`src/sv/gwai_pkg.sv`:
```
// Shared types and constants of the gyro window angle integrator.
package gwai_pkg;

    localparam int RATE_W    = 16;
    localparam int SUM_W     = 20;
    localparam int GAIN_W    = 16;
    localparam int ANGLE_W   = 8;
    localparam int PROD_W    = SUM_W + GAIN_W;
    localparam int ANG_SUM_W = SUM_W + 2;
    localparam int CFG_IDX_W = 1;
    localparam int CFG_W     = 16;

    localparam logic [ANGLE_W-1:0] ANGLE_RESET = 8'd90;
    localparam logic [GAIN_W-1:0]  GAIN_RESET  = 16'd2294;
    localparam logic [ANGLE_W-1:0] MAX_RESET   = 8'd180;

    // Configuration register indexes.
    localparam logic [CFG_IDX_W-1:0] REG_GAIN_Q16  = 1'd0;
    localparam logic [CFG_IDX_W-1:0] REG_MAX_ANGLE = 1'd1;

    // Step controls that the sequencer broadcasts to every axis lane.
    typedef struct packed {
        logic load;     // capture the raw rate of an accepted transaction
        logic scale;    // register the raw rate divided by the rate scale
        logic start;    // launch the lane divider on the window sum
        logic acc;      // add the scaled rate into the window sum
        logic mul;      // register average times gain
        logic ang;      // commit the new angle and clear the sum
    } lane_ctrl_t;

endpackage

```
`src/sv/gwai_div.sv`:
```
// Restoring serial divider, one quotient bit per cycle.
module gwai_div #(
    parameter int DW = 20,
    parameter int VW = 17
) (
    input  logic          clk,
    input  logic          rst_n,
    input  logic          start,
    input  logic [DW-1:0] dividend,
    input  logic [VW-1:0] divisor,
    output logic          busy,
    output logic [DW-1:0] quotient
);

    localparam int CNT_W = $clog2(DW + 1);

    logic [CNT_W-1:0] cnt_reg;
    logic             busy_reg;
    logic [VW-1:0]    rem_reg;
    logic [DW-1:0]    quo_reg;

    logic [VW:0] shifted;
    logic [VW:0] diff;
    logic        ge;

    assign shifted = {rem_reg, quo_reg[DW-1]};
    assign diff    = shifted - {1'b0, divisor};
    assign ge      = !diff[VW];

    always_ff @(posedge clk or negedge rst_n)
    begin
        if (!rst_n)
        begin
            busy_reg <= 1'b0;
            cnt_reg  <= '0;
        end
        else if (start)
        begin
            busy_reg <= 1'b1;
            cnt_reg  <= CNT_W'(DW);
        end
        else if (busy_reg)
        begin
            cnt_reg <= cnt_reg - 1'b1;
            if (cnt_reg == CNT_W'(1))
            begin
                busy_reg <= 1'b0;
            end
        end
    end

    always_ff @(posedge clk)
    begin
        if (start)
        begin
            rem_reg <= '0;
            quo_reg <= dividend;
        end
        else if (busy_reg)
        begin
            rem_reg <= ge ? diff[VW-1:0] : shifted[VW-1:0];
            quo_reg <= {quo_reg[DW-2:0], ge};
        end
    end

    assign busy     = busy_reg;
    assign quotient = quo_reg;

endmodule

```
`src/sv/gwai_lane.sv`:
```
// One axis lane: rate scaling, window sum, averaging, gain and angle clamp.
module gwai_lane #(
    parameter int VW           = 17,
    parameter int RATE_DIVISOR = 131
) (
    input  logic                                clk,
    input  logic                                rst_n,
    input  gwai_pkg::lane_ctrl_t                ctrl,
    input  logic signed [gwai_pkg::RATE_W-1:0]  rate,
    input  logic [VW-1:0]                       divisor,
    input  logic [gwai_pkg::GAIN_W-1:0]         gain,
    input  logic [gwai_pkg::ANGLE_W-1:0]        max_angle,
    output logic                                busy,
    output logic [gwai_pkg::ANGLE_W-1:0]        angle_next
);

    localparam int RW = gwai_pkg::RATE_W;
    localparam int SW = gwai_pkg::SUM_W;
    localparam int PW = gwai_pkg::PROD_W;
    localparam int AW = gwai_pkg::ANG_SUM_W;
    localparam int GW = gwai_pkg::GAIN_W;
    localparam int NW = gwai_pkg::ANGLE_W;

    // The rate scale is a reciprocal multiply. The reciprocal is rounded up with
    // enough fraction bits that the quotient is exact for every rate magnitude.
    localparam int RDW     = $clog2(RATE_DIVISOR + 1);
    localparam int SHIFT   = RW + RDW;
    localparam int RECIP_W = RW + 2;
    localparam int SPW     = RW + 1 + RECIP_W;
    localparam int QW      = SPW - SHIFT;
    localparam logic [RECIP_W-1:0] RECIP =
        RECIP_W'(((1 << SHIFT) + RATE_DIVISOR - 1) / RATE_DIVISOR);

    logic signed [RW-1:0] rate_reg;
    logic signed [SW:0]   rate_q_reg;
    logic signed [SW-1:0] sum_reg;
    logic [NW-1:0]        angle_reg;
    logic [PW-1:0]        prod_reg;
    logic                 neg_reg;

    logic [RW:0]          rate_ext;
    logic [RW:0]          rate_abs;
    logic [SPW-1:0]       scale_prod;
    logic [SW:0]          sum_ext;
    logic [SW:0]          sum_abs;
    logic [SW-1:0]        dividend;
    logic [SW-1:0]        quo;
    logic signed [SW:0]   q_ext;
    logic signed [SW:0]   rate_q;
    logic signed [SW:0]   sum_wide;
    logic signed [SW-1:0] sum_sat;
    logic [PW-1:0]        prod;
    logic signed [AW-1:0] ang_ext;
    logic signed [AW-1:0] mag_ext;
    logic signed [AW-1:0] ang_sum;

    // Truncation toward zero: the magnitude is scaled and the sign put back.
    assign rate_ext   = {rate_reg[RW-1], rate_reg};
    assign rate_abs   = rate_reg[RW-1] ? -rate_ext : rate_ext;
    assign scale_prod = SPW'(rate_abs) * SPW'(RECIP);
    assign q_ext      = $signed({{(SW + 1 - QW){1'b0}}, scale_prod[SPW-1:SHIFT]});
    assign rate_q     = rate_reg[RW-1] ? -q_ext : q_ext;

    // The magnitude of the window sum feeds the divider.
    assign sum_ext  = {sum_reg[SW-1], sum_reg};
    assign sum_abs  = sum_reg[SW-1] ? -sum_ext : sum_ext;
    assign dividend = sum_abs[SW-1:0];

    gwai_div #(
        .DW (SW),
        .VW (VW)
    ) u_div (
        .clk      (clk),
        .rst_n    (rst_n),
        .start    (ctrl.start),
        .dividend (dividend),
        .divisor  (divisor),
        .busy     (busy),
        .quotient (quo)
    );

    assign sum_wide = sum_ext + rate_q_reg;

    always_comb
    begin
        if (sum_wide[SW] != sum_wide[SW-1])
        begin
            sum_sat = sum_wide[SW] ? {1'b1, {(SW - 1){1'b0}}} : {1'b0, {(SW - 1){1'b1}}};
        end
        else
        begin
            sum_sat = sum_wide[SW-1:0];
        end
    end

    assign prod = PW'(quo) * PW'(gain);

    // The angle moves by the truncated gain product and is clamped to 0..max.
    assign ang_ext = $signed({{(AW - NW){1'b0}}, angle_reg});
    assign mag_ext = $signed({2'b00, prod_reg[PW-1:GW]});
    assign ang_sum = neg_reg ? ang_ext - mag_ext : ang_ext + mag_ext;

    always_comb
    begin
        if (ang_sum[AW-1])
        begin
            angle_next = '0;
        end
        else if (ang_sum > $signed({{(AW - NW){1'b0}}, max_angle}))
        begin
            angle_next = max_angle;
        end
        else
        begin
            angle_next = ang_sum[NW-1:0];
        end
    end

    always_ff @(posedge clk or negedge rst_n)
    begin
        if (!rst_n)
        begin
            sum_reg   <= '0;
            angle_reg <= gwai_pkg::ANGLE_RESET;
        end
        else if (ctrl.ang)
        begin
            sum_reg   <= '0;
            angle_reg <= angle_next;
        end
        else if (ctrl.acc)
        begin
            sum_reg <= sum_sat;
        end
    end

    always_ff @(posedge clk)
    begin
        if (ctrl.load)
        begin
            rate_reg <= rate;
        end
        if (ctrl.scale)
        begin
            rate_q_reg <= rate_q;
        end
        if (ctrl.mul)
        begin
            prod_reg <= prod;
            neg_reg  <= sum_reg[SW-1];
        end
    end

endmodule

```
`src/sv/gyro_window_angle_integrator.sv`:
```
// Top level of the gyro window angle integrator: sequencer, three axis lanes, output register.
//
//   Channel  Signals                                    Direction  Moves
//   input    in_valid in_ready rate_x/y/z window_end    in         one gyro sample
//   output   out_valid out_ready tilt/pitch/pan_angle    out        three updated angles
//   config   cfg_we cfg_index cfg_data                  in         one register write
//
// A sample that does not close the window goes through the scale and add steps
// before the next input transaction is taken: the rate is scaled by a reciprocal
// multiply, then added into the window sum. A closing sample goes on after the add:
// the serial divider in each lane averages the sum over the sample count, then come
// the gain multiply and the angle commit.
// Reset clears the sums and the count, sets every angle to 90 and the registers
// to their defaults. The finished angles wait in an output register, so the next
// sample is taken while a result is still pending; only a second result stalls
// until the first output transaction completes.
module gyro_window_angle_integrator #(
    parameter int MAX_SAMPLES  = 1024,
    parameter int RATE_DIVISOR = 131
) (
    input  logic                                   clk,
    input  logic                                   rst_n,
    input  logic                                   in_valid,
    output logic                                   in_ready,
    input  logic signed [gwai_pkg::RATE_W-1:0]     rate_x,
    input  logic signed [gwai_pkg::RATE_W-1:0]     rate_y,
    input  logic signed [gwai_pkg::RATE_W-1:0]     rate_z,
    input  logic                                   window_end,
    output logic                                   out_valid,
    input  logic                                   out_ready,
    output logic [gwai_pkg::ANGLE_W-1:0]           tilt_angle,
    output logic [gwai_pkg::ANGLE_W-1:0]           pitch_angle,
    output logic [gwai_pkg::ANGLE_W-1:0]           pan_angle,
    input  logic                                   cfg_we,
    input  logic [gwai_pkg::CFG_IDX_W-1:0]         cfg_index,
    input  logic [gwai_pkg::CFG_W-1:0]             cfg_data
);

    // Count width holds MAX_SAMPLES itself; the count is the divisor.
    localparam int CW  = $clog2(MAX_SAMPLES + 1);
    localparam int NW  = gwai_pkg::ANGLE_W;
    localparam int GW  = gwai_pkg::GAIN_W;

    // Sequencer states.
    localparam logic [2:0] S_IDLE   = 3'd0;
    localparam logic [2:0] S_SCALE  = 3'd1;
    localparam logic [2:0] S_ACC    = 3'd2;
    localparam logic [2:0] S_SSTART = 3'd3;
    localparam logic [2:0] S_SWAIT  = 3'd4;
    localparam logic [2:0] S_MUL    = 3'd5;
    localparam logic [2:0] S_ANG    = 3'd6;

    logic [2:0]    state_reg;
    logic [2:0]    state_next;
    logic [CW-1:0] count_reg;
    logic          end_reg;
    logic [GW-1:0] gain_reg;
    logic [NW-1:0] max_reg;
    logic          out_valid_reg;
    logic [NW-1:0] tilt_reg;
    logic [NW-1:0] pitch_reg;
    logic [NW-1:0] pan_reg;

    gwai_pkg::lane_ctrl_t ctrl;
    logic [2:0]           lane_busy;
    logic                 busy_any;
    logic                 count_ok;
    logic                 in_fire;
    logic                 ang_fire;
    logic [NW-1:0]        tilt_next;
    logic [NW-1:0]        pitch_next;
    logic [NW-1:0]        pan_next;

    assign busy_any = |lane_busy;
    assign count_ok = count_reg < CW'(MAX_SAMPLES);
    assign in_ready = (state_reg == S_IDLE);
    assign in_fire  = in_valid && in_ready;
    assign ang_fire = (state_reg == S_ANG) && (!out_valid_reg || out_ready);

    always_comb
    begin
        state_next   = state_reg;
        ctrl         = '0;
        ctrl.load    = in_fire;
        unique case (state_reg)
            S_IDLE:
            begin
                if (in_valid)
                begin
                    state_next = S_SCALE;
                end
            end
            S_SCALE:
            begin
                ctrl.scale = 1'b1;
                state_next = S_ACC;
            end
            S_ACC:
            begin
                // A saturated count freezes the window sums.
                ctrl.acc   = count_ok;
                state_next = end_reg ? S_SSTART : S_IDLE;
            end
            S_SSTART:
            begin
                ctrl.start = 1'b1;
                state_next = S_SWAIT;
            end
            S_SWAIT:
            begin
                if (!busy_any)
                begin
                    state_next = S_MUL;
                end
            end
            S_MUL:
            begin
                ctrl.mul   = 1'b1;
                state_next = S_ANG;
            end
            S_ANG:
            begin
                // The angles commit only when the output register can take them.
                if (ang_fire)
                begin
                    ctrl.ang   = 1'b1;
                    state_next = S_IDLE;
                end
            end
            default:
            begin
                state_next = S_IDLE;
            end
        endcase
    end

    gwai_lane #(.VW(CW), .RATE_DIVISOR(RATE_DIVISOR)) u_lane_tilt (
        .clk        (clk),
        .rst_n      (rst_n),
        .ctrl       (ctrl),
        .rate       (rate_x),
        .divisor    (count_reg),
        .gain       (gain_reg),
        .max_angle  (max_reg),
        .busy       (lane_busy[0]),
        .angle_next (tilt_next)
    );

    gwai_lane #(.VW(CW), .RATE_DIVISOR(RATE_DIVISOR)) u_lane_pitch (
        .clk        (clk),
        .rst_n      (rst_n),
        .ctrl       (ctrl),
        .rate       (rate_y),
        .divisor    (count_reg),
        .gain       (gain_reg),
        .max_angle  (max_reg),
        .busy       (lane_busy[1]),
        .angle_next (pitch_next)
    );

    gwai_lane #(.VW(CW), .RATE_DIVISOR(RATE_DIVISOR)) u_lane_pan (
        .clk        (clk),
        .rst_n      (rst_n),
        .ctrl       (ctrl),
        .rate       (rate_z),
        .divisor    (count_reg),
        .gain       (gain_reg),
        .max_angle  (max_reg),
        .busy       (lane_busy[2]),
        .angle_next (pan_next)
    );

    always_ff @(posedge clk or negedge rst_n)
    begin
        if (!rst_n)
        begin
            state_reg     <= S_IDLE;
            count_reg     <= '0;
            end_reg       <= 1'b0;
            gain_reg      <= gwai_pkg::GAIN_RESET;
            max_reg       <= gwai_pkg::MAX_RESET;
            out_valid_reg <= 1'b0;
        end
        else
        begin
            state_reg <= state_next;
            if (in_fire)
            begin
                end_reg <= window_end;
            end
            if (ctrl.ang)
            begin
                count_reg <= '0;
            end
            else if (ctrl.acc)
            begin
                count_reg <= count_reg + 1'b1;
            end
            if (ang_fire)
            begin
                out_valid_reg <= 1'b1;
            end
            else if (out_ready)
            begin
                out_valid_reg <= 1'b0;
            end
            if (cfg_we)
            begin
                unique case (cfg_index)
                    gwai_pkg::REG_GAIN_Q16:  gain_reg <= cfg_data[GW-1:0];
                    gwai_pkg::REG_MAX_ANGLE: max_reg  <= cfg_data[NW-1:0];
                    default:                 ;
                endcase
            end
        end
    end

    // Merging stage: the three lane angles are registered together.
    always_ff @(posedge clk)
    begin
        if (ang_fire)
        begin
            tilt_reg  <= tilt_next;
            pitch_reg <= pitch_next;
            pan_reg   <= pan_next;
        end
    end

    assign out_valid   = out_valid_reg;
    assign tilt_angle  = tilt_reg;
    assign pitch_angle = pitch_reg;
    assign pan_angle   = pan_reg;

    // The lanes must be quiet whenever a new sample can be taken.
    assert property (@(posedge clk) disable iff (!rst_n) in_ready |-> !busy_any)
        else $error("lane divider busy while input is ready");

    // The sample count never passes its saturation point.
    assert property (@(posedge clk) disable iff (!rst_n) count_reg <= CW'(MAX_SAMPLES))
        else $error("sample count above saturation");

    // The count is cleared whenever a window closes.
    assert property (@(posedge clk) disable iff (!rst_n) ang_fire |=> count_reg == '0)
        else $error("count not cleared at window end");

    // Every committed window result shows up at the output.
    assert property (@(posedge clk) disable iff (!rst_n) ang_fire |=> out_valid)
        else $error("window result not presented");

endmodule

```
`config.mk`:
```
export PLATFORM = sky130hd
export DESIGN_NAME = gyro_window_angle_integrator
export DESIGN_NICKNAME = d
export VERILOG_FILES = /design/src/sv/gwai_pkg.sv /design/src/sv/gwai_div.sv /design/src/sv/gwai_lane.sv /design/src/sv/gyro_window_angle_integrator.sv
export SDC_FILE = /design/constraint.sdc
export NUM_CORES = 2
export LEC_CHECK = 0
export BUFFER_PORTS_ARGS = -buffer_cell sky130_fd_sc_hd__buf_2
export CAP_MARGIN = 20
export CORE_UTILIZATION = 45
export CTS_BUF_LIST = sky130_fd_sc_hd__clkbuf_16
export DETAILED_ROUTE_END_ITERATION = 10
export GPL_TIMING_DRIVEN = 0
export HOLD_SLACK_MARGIN = 0.02
export SKIP_CTS_REPAIR_TIMING = 1
export SLEW_MARGIN = 20
export SYNTH_ARGS = -nofsm -noshare
export SYNTH_HDL_FRONTEND = slang
export SYNTH_SLANG_ARGS = --single-unit
```
`constraint.sdc`:
```
create_clock -name clk -period 17.05 [get_ports clk]
set_input_delay 1.705 -clock clk [delete_from_list [all_inputs] [get_ports clk]]
set_output_delay 1.705 -clock clk [all_outputs]
set_load 0.01 [all_outputs]
```
* After elaboration in Yosys (flattened, before gate mapping)
Cells that the tools add are included.
W data, S select, Z words.
** Cells by class
- Multipliers :: 6
- $lt $le $gt $ge :: 4
- Reductions and logical operators :: 17
- $add $sub $neg :: 25
- Muxes and demuxes :: 69
- Bitwise logic cells :: 1
- Equality and inequality tests :: 15
** Operator list (count)
- $mux W20 :: 21
- $mul A20 B16 Y36 :: 3
- $mul A17 B17 Y34 const B :: 3
- $gt A22 B9 Y1 :: 3
- $mux W22 :: 3
- $add A21 B21 Y21 :: 3
- $add A8 B20 Y21 :: 3
- $neg A10 Y21 :: 3
- $sub A8 B20 Y21 :: 3
- $neg A20 Y20 :: 3
- $mux W11 :: 5
- $mux W17 :: 3
- $neg A17 Y17 :: 3
- $mux W8 :: 6
- $sub A12 B11 Y12 :: 3
- $mux W10 :: 3
- $mux W5 :: 6
- $pmux W3 S7 :: 1
- $mux W1 :: 17
- $eq A5 B1 Y1 const B :: 3
- $sub A5 B1 Y5 const B :: 3
- $add A11 B1 Y11 const B :: 1
- $lt A11 B11 Y1 const B :: 1
- $reduce_bool A2 Y1 :: 5
- 15 further kinds :: 29
** Word-level totals
- Input bits :: 71
- Logic and storage cells :: 179
- Flip-flop bits (word level) :: 481

* Longest topological paths before layout
- Depth after elaboration :: 6
- Gate-level depth with buffers :: 31
- Gate-level depth less buffers :: 31

* Hierarchy
From an unflattened synthesis, not the netlist that was laid out.
** Second synthesis, totals
- Cells, all modules :: 7841
- Area total of the unflattened synthesis :: 72991.3 um^2
** Modules (own cells, without submodules)
- gwai_lane (u_lane_tilt) :: sequential area each 2357.3 um^2, cells an instance 2399, times used 1, area an instance 21612.0 um^2
- gwai_lane (u_lane_pan) :: sequential area each 2357.3 um^2, cells an instance 2354, times used 1, area an instance 21214.1 um^2
- gwai_lane (u_lane_pitch) :: sequential area each 2357.3 um^2, cells an instance 2304, times used 1, area an instance 21027.7 um^2
- gwai_div :: sequential area each 970.9 um^2, cells an instance 206, times used 3, area an instance 2213.4 um^2
- gyro_window_angle_integrator :: sequential area each 1735.4 um^2, cells an instance 166, times used 1, area an instance 2497.4 um^2

* Least setup slack after synthesis
OpenSTA, ideal clock, no wires.
- Kind :: reg-to-reg
- Start :: register u_lane_pan.rate_reg[2]
- End :: register u_lane_pan.rate_q_reg[9], data pin
- Stages on the path, launching flop included :: 29
- Required time :: 16.870 ns
- Arrival time :: 7.542 ns
- Setup slack :: 9.328 ns
- Cell sequence :: edfxtp_1 or3_1 nor2_1 nand3_1 or4_1 nand2b_1 or4b_2 inv_1 ha_1 inv_1 fa_1 inv_1 fa_1 fa_1 inv_1 fa_1 inv_1 ha_1 and3_1 and2_1 nor2_1 a2111oi_0 nor2_1 o2111ai_1 a21oi_1 a211oi_2 o21ai_0 mux2i_1 a221oi_1
** On the way
- Word-level cells in the longest chain between the ends :: 5
** Ends and longest elaborated chain
- start: declaration :: RTL line gwai_lane.sv:34 : logic signed [RW-1:0] rate_reg;
- start signal: assignment :: RTL line gwai_lane.sv:141 : rate_reg <= rate;
- $neg A17 Y17 :: RTL line gwai_lane.sv:59 : assign rate_abs = rate_reg[RW-1] ? -rate_ext : rate_ext;
- $mux W17 * :: RTL line gwai_lane.sv:59
- $mul A17 B17 Y34 * :: RTL line gwai_lane.sv:60 : assign scale_prod = SPW'(rate_abs) * SPW'(RECIP);
- $neg A10 Y21 :: RTL line gwai_lane.sv:62 : assign rate_q = rate_reg[RW-1] ? -q_ext : q_ext;
- $mux W10 * :: RTL line gwai_lane.sv:62
- net u_lane_pan.rate_q[9] :: RTL line gwai_lane.sv:49 : logic signed [SW:0] rate_q;
- end signal: assignment :: RTL line gwai_lane.sv:145 : rate_q_reg <= rate_q;
- end: declaration :: RTL line gwai_lane.sv:35 : logic signed [SW:0] rate_q_reg;
The timed path passes the listed nets; every way through them passes the cells marked *.
A chain may end at the register's enable or synchronous reset.

* Final worst setup path
- Start :: register gain_reg[1]
- End :: register u_lane_pitch.prod_reg[35], data pin
** On the way
- Word-level cells in the longest chain between the ends :: 1
** Ends and longest elaborated chain
- start: declaration :: RTL line gyro_window_angle_integrator.sv:57 : logic [GW-1:0] gain_reg;
- start signal: assignment :: RTL line gyro_window_angle_integrator.sv:180 : gain_reg <= gwai_pkg::GAIN_RESET;
- start signal: assignment :: RTL line gyro_window_angle_integrator.sv:210 : gwai_pkg::REG_GAIN_Q16: gain_reg <= cfg_data[GW-1:0];
- $mul A20 B16 Y36 :: RTL line gwai_lane.sv:96 : assign prod = PW'(quo) * PW'(gain);
- net u_lane_pitch.prod[35] :: RTL line gwai_lane.sv:52 : logic [PW-1:0] prod;
- end signal: assignment :: RTL line gwai_lane.sv:149 : prod_reg <= prod;
- end: declaration :: RTL line gwai_lane.sv:38 : logic [PW-1:0] prod_reg;
The timed path passes the listed nets, and every way through them passes these cells.

==> summary.txt <==
Outcome
  – Outcome: complete, no violations

Worst setup path
  – CP Class: reg -> reg
  – Setup crit end kind: register
  – Crit start category: register
  – Crit-path slowest cell: nor3_1
  – Critical Path RT: 17470 ps
  – R2R cell count: 25
  – Crit path DAT: 9910 ps
  – CP max FO: 10
  – Largest stage delay, worst path: 890 ps
  – Most frequent CP cell: fa_1

Place
  – Area after DPL: 0.0749 mm2
  – Port Buf Inserts: 96
  – HPWL Detailed: 164000 um
  – Final RePlAce weighted congestion: 0.988

Detailed routing
  – Vias per cell: 5.33
  – Drt wl/cell: 19.6 um
  – Initial DRT Pass Iterations: 5
  – Remaining DRCs: 0
  – Via count: 53.4k
  – Routed wire length: 197000 um
  – Routed Antenna Nets: 0
  – Drt initial violations: 3401

Die
  – Die footprint: 0.160 mm2
  – Die width: 400 um
  – Starting density of the core: 0.455
  – Site Rows: 145
  – Io pins: 97
  – Die Y: 400 um
  – Core area: 0.157 mm2

Logic synthesis
  – Ys async rst share: 0.335
  – EDFF count, synth: 249
  – Main area contributors after synthesis: fa_1 30%, ha_1 16%, edfxtp_1 10%, inv_1 7.9%, nand2_1 5.1%
  – Syn Std Cell Area: 0.0715 mm2
  – Synthesized flop and latch total: 424
  – Seq/Total Area, Yosys: 0.164
  – Ys flop type: edfxtp_1
  – Synth cell types: 87
  – Commonest cells in the netlist: 1508 x inv_1, 1056 x fa_1, 980 x nand2_1
  – Post-synthesis area per instance: 9.25 um2
  – YS warnings: 0
  – Synth top area share: 0.296
  – Most frequent cell after synthesis: inv_1
  – Synth Instances: 7723
  – Synth area leader: fa_1

Global routing
  – Met1 Usage GRT: 0.313
  – GRT overflow: 0
  – Gr usage total: 0.247
  – GR Util met3: 0.0384
  – Met2 global-route usage: 0.417
  – Initial antenna violation count: 4
  – Busiest layer in global routing: met2
  – First-pass GRT wire length: 311000 um
  – Vias in the first global route: 55.9k
  – Largest net degree at the start of global routing: 74

CTS
  – Clk Latency, worst-skew pair: 700 ps
  – CTS sink count: 424
  – Clock slew at reported path FFs: 70 ps
  – H-tree levels: 2
  – Clock Tree Buf Depth: 3
  – CTS Root Cell: clkbuf_16
  – Total CTS buffers: 52
  – TritonCTS clock tree: built

Timing
  – Hold_ws: 496 ps
  – Fin crit share: 0.557
  – Max Fclk: 105 MHz
  – Fin. max-slew vios: 0
  – Rel. slew slack: 0.220
  – Final setup viols: 0
  – Tmin final: 9500 ps
  – Transition time of the tightest slew-check pin: 1170 ps
  – Clock skew: 41.3 ps
  – Post-route setup TNS: 0 ps
  – RSZ-0062 raised after global routing: no
  – Final Hold Viols: 0

Worst hold path
  – Hold WC Path Type: reg -> reg
  – Hold Path Depth: 2

Job
  – # Max-Cap Violations: 0

Finish
  – Area Overhead vs Synth: 7.23%
  – Nets: 9933
  – Design Area, Final: 0.0766 mm2
  – Share of post-route cells with drive strength above 1: 0.0387
stage by stage:
step / util / std cells / worst slack, ps
after global routing: 0.488 / 10000 / 7190
after floorplan: - / 7748 / 9330
after global placement: 0.475 / 9902 / 7250
after CTS: 0.488 / 10000 / 7600
after detailed placement: 0.477 / 9918 / 7670
final: 0.488 / 10000 / 7550
kinds of logic after synthesis:
logic type / after synthesis / synth area share
AND/OR/NAND/NOR: 2001 / 0.132
adder cells (fa/ha/maj): 1965 / 0.454
buffers and inverters: 1823 / 0.0958
AO/OA/AOI/OAI: 1038 / 0.0934
flip-flops: 424 / 0.164
XOR/XNOR: 377 / 0.0462
multiplexers: 93 / 0.0136
other: 2 / 0.000105
layout by cell type, fill, tap and decap left out, types with 14 or more instances in the layout:
cell,count
inv_1,1515
fa_1,1056
nand2_1,980
ha_1,892
and2_1,311
clkbuf_1,295
o21ai_0,291
nor2_1,251
edfxtp_1,249
a21oi_1,241
xnor2_1,220
xor2_1,142
dfrtp_1,119
buf_2,98
a21o_1,85
nand3_1,72
o31ai_1,72
nor3_1,69
mux2i_1,62
nor2b_1,58
clkbuf_16,54
nand4_1,39
a31oi_1,39
nand2b_1,37
or3_1,34
dfxtp_1,33
o21a_1,32
a211oi_1,32
and3_1,31
mux2_2,31
conb_1,27
o211ai_1,26
o21bai_1,23
dfstp_2,23
nor4_1,22
or4_1,21
o41ai_1,20
maj3_1,17
nand4b_1,16
a21boi_0,14
critical path, delay by kind of cell, from the launching register on:
family,cells,cell delay (ps)
AOI/OAI and AO/OA,7,2020
xor gates and xnor gates,1,80
DFF,1,520
buffers and inverters,6,1820
adders and majority gates,7,3390
and+or+nand+nor,4,1350
layout make-up:
| cell class | instances | area (um2) |
|---|---|---|
| Tap cell | 2058 | 2570 |
| Clock buffer | 54 | 1350 |
| Sequential cell | 424 | 11700 |
| Buffer | 315 | 1190 |
| Timing Repair Buffer | 112 | 647 |
| Antenna cell | 1 | 2.50 |
| Multi-Input combinational cell | 5501 | 53100 |
| Clock inverter | 44 | 354 |
| Inverter | 1508 | 5660 |
| Fill cell | 14900 | 80300 |
routing by layer:
metal	up-vias	routed length [um]
li1	25100	-
met1	26400	82200
met2	1498	92900
met3	398	11800
met4	4	9730
met5	-	33
final timing paths:
check                                    startpoint                            to  slack (ps)
setup / recovery                        gain_reg[1]     u_lane_pitch.prod_reg[35]        7550
hold / removal             u_lane_tilt.angle_reg[6]      u_lane_tilt.angle_reg[6]         500
setup reg to reg                        gain_reg[1]     u_lane_pitch.prod_reg[35]        7550
hold reg to reg            u_lane_tilt.angle_reg[6]      u_lane_tilt.angle_reg[6]         500
max in group asynchronous                     rst_n  u_lane_tilt.u_div.cnt_reg[0]       15170
min in group asynchronous                     rst_n       u_lane_pan.angle_reg[2]        1000
Power is left out: the tool's default activity adds up to more than one toggle a clock period on the data nets, which glitch-free logic cannot reach.
